$ cat config.mk
export PLATFORM = sky130hd
export DESIGN_NAME = maze_run_length_decoder_top
export DESIGN_NICKNAME = d
export VERILOG_FILES = /design/src/sv/mrld_pkg.sv /design/src/sv/mrld_char_gen.sv /design/src/sv/mrld_packer.sv /design/src/sv/maze_run_length_decoder_top.sv
export SDC_FILE = /design/constraint.sdc
export NUM_CORES = 1
export LEC_CHECK = 0
export CORE_ASPECT_RATIO = 0.6
export CORE_MARGIN = 1
export CORE_UTILIZATION = 60
export CTS_CLUSTER_DIAMETER = 150
export DETAILED_ROUTE_END_ITERATION = 10
export DONT_BUFFER_PORTS = 1
export GPL_TIMING_DRIVEN = 0
export PLACE_DENSITY = 0.85
export SYNTH_ARGS = -nofsm -noshare
export SYNTH_HDL_FRONTEND = slang
export SYNTH_SLANG_ARGS = --single-unit
$ cat constraint.sdc
create_clock -name i_clk -period 14.1 [get_ports i_clk]
set_clock_uncertainty 0.15 [all_clocks]
set_input_delay 2.115 -clock i_clk [delete_from_list [all_inputs] [get_ports i_clk]]
set_output_delay 2.115 -clock i_clk [all_outputs]
set_load 0.02 [all_outputs]
$ cat src/sv/mrld_pkg.sv
package mrld_pkg;

    localparam int MAX_SIDE_DEF = 2048;
    localparam int CFG_W        = 12;
    localparam int ROW_W        = 12;
    localparam int CFG_IDX_W    = 3;

    localparam logic [ROW_W-1:0] ROW_LIMIT = '1;

    localparam logic [7:0] CH_START   = 8'h50;  // 'P'
    localparam logic [7:0] CH_END     = 8'h4B;  // 'K'
    localparam logic [7:0] CH_NEWLINE = 8'h0A;

    localparam logic [CFG_IDX_W-1:0] REG_SEPARATOR = 3'd0;
    localparam logic [CFG_IDX_W-1:0] REG_WALL      = 3'd1;
    localparam logic [CFG_IDX_W-1:0] REG_PATH      = 3'd2;
    localparam logic [CFG_IDX_W-1:0] REG_COLUMNS   = 3'd3;
    localparam logic [CFG_IDX_W-1:0] REG_START_X   = 3'd4;
    localparam logic [CFG_IDX_W-1:0] REG_START_Y   = 3'd5;
    localparam logic [CFG_IDX_W-1:0] REG_END_X     = 3'd6;
    localparam logic [CFG_IDX_W-1:0] REG_END_Y     = 3'd7;

    typedef struct packed {
        logic [7:0] lead_byte;
        logic [7:0] symbol;
        logic [7:0] run_minus_one;
    } t_in_item;

    typedef struct packed {
        logic [7:0] out_byte_0;
        logic [7:0] out_byte_1;
        logic [7:0] out_byte_2;
        logic [7:0] out_byte_3;
        logic [7:0] out_byte_4;
        logic [7:0] out_byte_5;
        logic [7:0] out_byte_6;
        logic [7:0] out_byte_7;
        logic [3:0] byte_count;
        logic       last_group;
        logic       bad_codeword;
    } t_out_item;

    typedef struct packed {
        logic [7:0]       separator_byte;
        logic [7:0]       wall_byte;
        logic [7:0]       path_byte;
        logic [CFG_W-1:0] columns;
        logic [CFG_W-1:0] start_x;
        logic [CFG_W-1:0] start_y;
        logic [CFG_W-1:0] end_x;
        logic [CFG_W-1:0] end_y;
    } t_cfg;

    typedef struct packed {
        logic [7:0] data;
        logic       last;
        logic       err;
    } t_byte_strm;

    typedef enum logic [1:0] {
        S_IDLE,
        S_RUN,
        S_NEWLINE,
        S_ERR
    } t_gen_state;

endpackage

$ cat src/sv/mrld_char_gen.sv
module mrld_char_gen
    import mrld_pkg::*;
#(
    parameter int MAX_SIDE = MAX_SIDE_DEF
) (
    input  logic       i_clk,
    input  logic       i_rst_n,
    input  t_cfg       i_cfg,
    input  logic       i_in_valid,
    input  t_in_item   i_in_data,
    output logic       o_in_stall,
    output logic       o_byte_valid,
    output t_byte_strm o_byte,
    input  logic       i_byte_rdy
);

    localparam int CW = $clog2(MAX_SIDE);
    localparam int XW = (CW + 1 > CFG_W) ? CW + 1 : CFG_W;

    t_gen_state       r_state, n_state;
    logic [CW-1:0]    r_pos, n_pos;
    logic [ROW_W-1:0] r_row, n_row;
    logic             r_err, n_err;
    logic [7:0]       r_sym, n_sym;
    logic [7:0]       r_rem, n_rem;
    logic             r_done, n_done;

    logic [XW-1:0] cols_eff;
    logic [XW-1:0] col1;
    logic          row_end;
    logic [7:0]    ch;
    logic          bad;

    always_ff @(posedge i_clk) begin
        if (!i_rst_n) begin
            r_state <= S_IDLE;
            r_pos   <= '0;
            r_row   <= ROW_W'(1);
            r_err   <= 1'b0;
        end else begin
            r_state <= n_state;
            r_pos   <= n_pos;
            r_row   <= n_row;
            r_err   <= n_err;
        end
        r_sym  <= n_sym;
        r_rem  <= n_rem;
        r_done <= n_done;
    end

    always_comb begin
        if (i_cfg.columns == '0 || XW'(i_cfg.columns) > XW'(MAX_SIDE)) begin
            cols_eff = XW'(MAX_SIDE);
        end else begin
            cols_eff = XW'(i_cfg.columns);
        end
        col1    = XW'(r_pos) + XW'(1);
        row_end = (col1 >= cols_eff);
        if (r_row == i_cfg.start_y && col1 == XW'(i_cfg.start_x)) begin
            ch = CH_START;
        end else if (r_row == i_cfg.end_y && col1 == XW'(i_cfg.end_x)) begin
            ch = CH_END;
        end else begin
            ch = r_sym;
        end
        bad = (i_in_data.lead_byte != i_cfg.separator_byte) ||
              (i_in_data.symbol != i_cfg.wall_byte && i_in_data.symbol != i_cfg.path_byte);

        n_state      = r_state;
        n_pos        = r_pos;
        n_row        = r_row;
        n_err        = r_err;
        n_sym        = r_sym;
        n_rem        = r_rem;
        n_done       = r_done;
        o_in_stall   = (r_state != S_IDLE);
        o_byte_valid = 1'b0;
        o_byte       = '{data: ch, last: 1'b0, err: 1'b0};

        case (r_state)
            S_IDLE: begin
                if (i_in_valid) begin
                    if (r_err || bad) begin
                        n_err   = 1'b1;
                        n_state = S_ERR;
                    end else begin
                        n_sym   = i_in_data.symbol;
                        n_rem   = i_in_data.run_minus_one;
                        n_state = S_RUN;
                    end
                end
            end
            S_RUN: begin
                o_byte_valid = 1'b1;
                o_byte.last  = (r_rem == '0) && !row_end;
                if (i_byte_rdy) begin
                    n_done = (r_rem == '0);
                    n_rem  = r_rem - 8'd1;
                    if (row_end) begin
                        n_pos   = '0;
                        n_state = S_NEWLINE;
                        if (r_row != ROW_LIMIT) begin
                            n_row = r_row + ROW_W'(1);
                        end
                    end else begin
                        n_pos = CW'(col1);
                        if (r_rem == '0) begin
                            n_state = S_IDLE;
                        end
                    end
                end
            end
            S_NEWLINE: begin
                o_byte_valid = 1'b1;
                o_byte.data  = CH_NEWLINE;
                o_byte.last  = r_done;
                if (i_byte_rdy) begin
                    n_state = r_done ? S_IDLE : S_RUN;
                end
            end
            S_ERR: begin
                o_byte_valid = 1'b1;
                o_byte       = '{data: 8'h00, last: 1'b1, err: 1'b1};
                if (i_byte_rdy) begin
                    n_state = S_IDLE;
                end
            end
            default: begin
                n_state = S_IDLE;
            end
        endcase
    end

endmodule

$ cat src/sv/mrld_packer.sv
module mrld_packer
    import mrld_pkg::*;
(
    input  logic       i_clk,
    input  logic       i_rst_n,
    input  logic       i_byte_valid,
    input  t_byte_strm i_byte,
    output logic       o_byte_rdy,
    output logic       o_out_valid,
    output t_out_item  o_out_data,
    input  logic       i_out_stall
);

    logic [7:0] r_acc [8];
    logic [2:0] r_cnt, n_cnt;
    logic       r_out_valid, n_out_valid;
    t_out_item  r_out, n_out;

    logic       take;
    logic       flush;
    logic [7:0] grp [8];

    always_ff @(posedge i_clk) begin
        if (!i_rst_n) begin
            r_cnt       <= '0;
            r_out_valid <= 1'b0;
        end else begin
            r_cnt       <= n_cnt;
            r_out_valid <= n_out_valid;
        end
        if (take) begin
            r_acc[r_cnt] <= i_byte.data;
        end
        r_out <= n_out;
    end

    always_comb begin
        o_byte_rdy = !r_out_valid || !i_out_stall;
        take       = i_byte_valid && o_byte_rdy;
        flush      = take && (i_byte.err || i_byte.last || r_cnt == 3'd7);

        for (int k = 0; k < 8; k++) begin
            if (i_byte.err) begin
                grp[k] = 8'h00;
            end else if (3'(k) < r_cnt) begin
                grp[k] = r_acc[k];
            end else if (3'(k) == r_cnt) begin
                grp[k] = i_byte.data;
            end else begin
                grp[k] = 8'h00;
            end
        end

        n_cnt = r_cnt;
        if (flush) begin
            n_cnt = '0;
        end else if (take) begin
            n_cnt = r_cnt + 3'd1;
        end

        n_out_valid = r_out_valid && i_out_stall;
        n_out       = r_out;
        if (flush) begin
            n_out_valid             = 1'b1;
            n_out.out_byte_0        = grp[0];
            n_out.out_byte_1        = grp[1];
            n_out.out_byte_2        = grp[2];
            n_out.out_byte_3        = grp[3];
            n_out.out_byte_4        = grp[4];
            n_out.out_byte_5        = grp[5];
            n_out.out_byte_6        = grp[6];
            n_out.out_byte_7        = grp[7];
            n_out.byte_count        = i_byte.err ? 4'd0 : 4'(r_cnt) + 4'd1;
            n_out.last_group        = i_byte.err || i_byte.last;
            n_out.bad_codeword      = i_byte.err;
        end

        o_out_valid = r_out_valid;
        o_out_data  = r_out;
    end

endmodule

$ cat src/sv/maze_run_length_decoder_top.sv
// Maze run-length decoder.
// Input channel (i_in_valid / o_in_stall, i_in_data): one codeword per item,
// lead byte, symbol and run count minus one. Output channel (o_out_valid /
// i_out_stall, o_out_data): groups of up to eight raster characters, the
// last group of a codeword flagged by last_group.
// Configuration: i_cfg_we writes i_cfg_data to register i_cfg_index
// (0 separator, 1 wall, 2 path, 3 columns, 4/5 start x/y, 6/7 end x/y);
// write only while the block is idle.
// Timing: one character or newline is produced per cycle by a single
// character step while the output is not stalled. A bad codeword, or any
// codeword once in error, yields one error item. A codeword yields up to
// 512 bytes. A group is registered and appears in the cycle after its last
// byte is taken. o_in_stall is high while a codeword is being expanded or
// an error item is pending.
// A stalled output holds its item; the character step pauses until the
// output register frees.
// Reset (synchronous): registers return to defaults, position to row 1
// column 0, sticky error cleared, no output pending.
module maze_run_length_decoder_top
    import mrld_pkg::*;
#(
    parameter int MAX_SIDE = MAX_SIDE_DEF
) (
    input  logic                 i_clk,
    input  logic                 i_rst_n,
    input  logic                 i_in_valid,
    input  t_in_item             i_in_data,
    output logic                 o_in_stall,
    output logic                 o_out_valid,
    output t_out_item            o_out_data,
    input  logic                 i_out_stall,
    input  logic                 i_cfg_we,
    input  logic [CFG_IDX_W-1:0] i_cfg_index,
    input  logic [CFG_W-1:0]     i_cfg_data
);

    t_cfg       r_cfg, n_cfg;
    logic       byte_valid;
    t_byte_strm byte_s;
    logic       byte_rdy;

    always_ff @(posedge i_clk) begin
        if (!i_rst_n) begin
            r_cfg <= '{separator_byte: 8'h00, wall_byte: 8'h00, path_byte: 8'h00,
                       columns: CFG_W'(1), start_x: CFG_W'(1), start_y: CFG_W'(1),
                       end_x: CFG_W'(1), end_y: CFG_W'(1)};
        end else begin
            r_cfg <= n_cfg;
        end
    end

    always_comb begin
        n_cfg = r_cfg;
        if (i_cfg_we) begin
            case (i_cfg_index)
                REG_SEPARATOR: n_cfg.separator_byte = i_cfg_data[7:0];
                REG_WALL:      n_cfg.wall_byte      = i_cfg_data[7:0];
                REG_PATH:      n_cfg.path_byte      = i_cfg_data[7:0];
                REG_COLUMNS:   n_cfg.columns        = i_cfg_data;
                REG_START_X:   n_cfg.start_x        = i_cfg_data;
                REG_START_Y:   n_cfg.start_y        = i_cfg_data;
                REG_END_X:     n_cfg.end_x          = i_cfg_data;
                REG_END_Y:     n_cfg.end_y          = i_cfg_data;
                default:       n_cfg = r_cfg;
            endcase
        end
    end

    mrld_char_gen #(
        .MAX_SIDE (MAX_SIDE)
    ) u_gen (
        .i_clk        (i_clk),
        .i_rst_n      (i_rst_n),
        .i_cfg        (r_cfg),
        .i_in_valid   (i_in_valid),
        .i_in_data    (i_in_data),
        .o_in_stall   (o_in_stall),
        .o_byte_valid (byte_valid),
        .o_byte       (byte_s),
        .i_byte_rdy   (byte_rdy)
    );

    mrld_packer u_pack (
        .i_clk        (i_clk),
        .i_rst_n      (i_rst_n),
        .i_byte_valid (byte_valid),
        .i_byte       (byte_s),
        .o_byte_rdy   (byte_rdy),
        .o_out_valid  (o_out_valid),
        .o_out_data   (o_out_data),
        .i_out_stall  (i_out_stall)
    );

endmodule

==> flow_summary_export.csv <==
group,metric,value,unit
outcome,status,"finished clean",
setup_path,worstPathMaxFanout,31,
routing,ant_nets,0,
setup_path,critical_path_buf_inv_count,3,
die,die_area,0.0205,mm2
layout,synthToLayoutAreaGrowth,9.87,%
routing,first_pass_iters,5,
placement,port_buffers,0,
placement,gp_congestion,1.01,
routing,first_iter_violations,1266,
power,leakagePower,0.00471,uW
cts,ctsHoldBuffers,0,
routing,drc,0,
die,pin_count,116,
synth,synth_top_area_share,36.0,%
setup_path,critPathCaptureType,"flop",
setup_path,worstPathCellList,"clkbuf_8, nand2_1, nor3_1, xnor2_1, inv_1, ha_1, or4_1, a221oi_1, o21a_1, o21ai_0, a31oi_4, buf_12",
cts,clk_path_buf_depth,3,
timing,drv_slew,0,
timing,maxSlewHeadroom,19.4,%
placement,placed_area,0.0123,mm2
global_route,grt_usage,33.1,%
setup_path,path_depth,12,
synth,ys_seq_area_share,55.2,%
synth,yosys-top-cells-area,"edfxtp_1, dfxtp_1, nand2_1",
synth,yosys.cell_count.top_type,"nand2_1",
cts,clk_pin_slew,70,ps
global_route,grt_max_degree,32,
power,powerDensity,172,mW/mm2
global_route,antenna_found_initial,0,
synth,syn_inst,1195,
global_route,grt_pass1_vias,8885,
setup_path,crit_type,"flop to flop",
timing,fmax,0.216,GHz
timing,tns,0,ps
timing,fin_crit,4620,ps
global_route,grt_pass1_wl,51200,um
die,core_area,0.0192,mm2
die,rows,39,
routing,wl,33600,um
layout,drive_gt1_share,7.52,%
layout,nets,1286,
routing,wl_met3,5270,um
cts,cts-resized-gates,0,
synth,netlist_top_cells_count,"nand2_1, edfxtp_1, a21oi_1",
cts,cts.htree.levels,1,
layout,final_cell_count_no_fill,1503,
layout,n_antenna_cell,0,
routing,drt-wirelength-per-cell,22.4,um
synth,synth_warnings,0,
timing,layout_setup_ws,9480,ps
timing,setup_viol,0,
min_path,worstHoldPathCells,2,
cts,numClockSinks,257,
die,fp.dieH,111,um
die,floorplan.initialDensity,62.0,%
timing,rsz0062_at_grt,"false",
synth,synthDistinctLibCells,81,
synth,synth-async-reset-ratio,0,%
min_path,hp-class,"flop to flop",
synth,postSynthAreaPerCell,9.98,um2
setup_path,worstRegToRegCells,12,
placement,dp.cells,1463,
cts,clk_latency,540,ps
cts,cts_made_buffers,23,
cts,cts_root_buffer,"clkbuf_16",
global_route,gr-total-overflow,0,
timing,finalHoldViolations,0,
routing,via_per_inst,6.38,
job,maxCapViolCount,0,
routing,vias,9591,
synth,synth_top_area_cell,"edfxtp_1",
timing,worst_pin_slew,1200,ps
setup_path,start_kind,"flop",
setup_path,arrival,4680,ps
power,max-vdd-ir-drop,102,uV
synth,synth_edf_count,143,
routing,wl_met1,14400,um
cts,cts_tree,"built",
routing,routed.top_layer,"met4",
setup_path,cpPeakStageDelay,680,ps
synth,synth_seq_cells,257,
die,die_w,184,um
cts,postCtsSetupBuffers,0,
routing,met2_length,13300,um
synth,syn_nets,1259,
placement,pre_cts_ws,9230,ps
synth,syn-cell-area,0.0119,mm2
synth,synthFlopType,"edfxtp_1",
setup_path,critPathSlowestCell,"a31oi_4",
placement,place.detailed.hpwl,24600,um
setup_path,path_delay_family,"compound AO/OA/AOI/OAI gates",
setup_path,worstPathRequired,14160,ps
timing,period_share,32.8,%
layout,design_area,0.0131,mm2
through the flow:
| stage | util (%) | total power, uW | hold WS (ps) |
|---|---|---|---|
| after detailed placement | 64.0 | 1580 | 309 |
| after CTS | 68.1 | 2230 | 318 |
| after floorplan | - | 1380 | 287 |
| final | 68.1 | 2260 | 321 |
| after global placement | 63.8 | 1550 | 304 |
| after global routing | 68.1 | 2330 | 340 |
final cells by class:
class,instances,area (um2)
fill,1472,6120
multi-input combinational,838,4900
inverter,29,109
clock buffer,29,608
tap,266,333
buffer,71,359
timing repair buffer,2,40.0
sequential,257,6580
clock inverter,11,176
where the power goes:
group	internal, uW	switching, uW
logic	150	404
clock network	382	286
registers	946	91.1
total	1480	781
sequential cells by signal, summed over array words and instances, names as in the netlist, 3 cells and up:
register / cells
u_gen.r_row: 12
u_gen.r_pos: 11
u_pack.r_acc: 56
u_gen.r_sym: 8
r_cfg: 84
u_pack.r_cnt: 3
u_gen.r_rem: 8
u_pack.o_out_data: 70
logic make-up after synthesis:
group / Yosys count / synth area share (%)
XOR/XNOR: 82 / 6.39
AND/OR/NAND/NOR: 476 / 19.0
adder cells (fa/ha/maj): 20 / 2.10
AO/OA/AOI/OAI: 253 / 12.9
buffers and inverters: 100 / 3.92
multiplexers: 7 / 0.598
flip-flops: 257 / 55.2
routing by layer:
metal | GRT usage (%) | up-vias
met5 | 0 | -
met4 | 8.33 | 0
met3 | 12.6 | 62
met2 | 43.7 | 677
met1 | 50.1 | 4554
li1 | - | 4298
worst min-delay path, stage by stage, from the launching register on:
cell	delay, ps
dfxtp_1	320
nand2_1	50
a21oi_1	50
worst paths after layout:
check | start | endpoint | slack [ps]
worst max register to register | u_gen.r_pos[0]$_SDFFE_PN0P_ | u_pack.o_out_data[25]$_SDFFCE_PP0P_ | 9480
worst min register to register | r_cfg[60]$_SDFFE_PN0P_ | r_cfg[60]$_SDFFE_PN0P_ | 320
worst min-delay path | r_cfg[60]$_SDFFE_PN0P_ | r_cfg[60]$_SDFFE_PN0P_ | 320
worst max-delay path | u_gen.r_pos[0]$_SDFFE_PN0P_ | u_pack.o_out_data[25]$_SDFFCE_PP0P_ | 9480
placed cells by master (no fill, tap or decap), drive strengths merged, types with 5 or more instances in the layout:
master    n
nand2   248
edfxtp  143
a21oi   120
dfxtp   114
clkbuf   82
o21ai    57
xor2     55
nor2     51
nand3    37
inv      30
nor3     26
xnor2    24
nor4     22
a22o     20
ha       20
nand2b   19
buf      19
nand4    14
and3     12
or4      12
o21a     10
or3       7
or2       7
mux2i     6
o31ai     6
nor2b     5
a32o      5
and2      5
clkinv    5
Note: power is estimated with default switching activity, not from simulation.
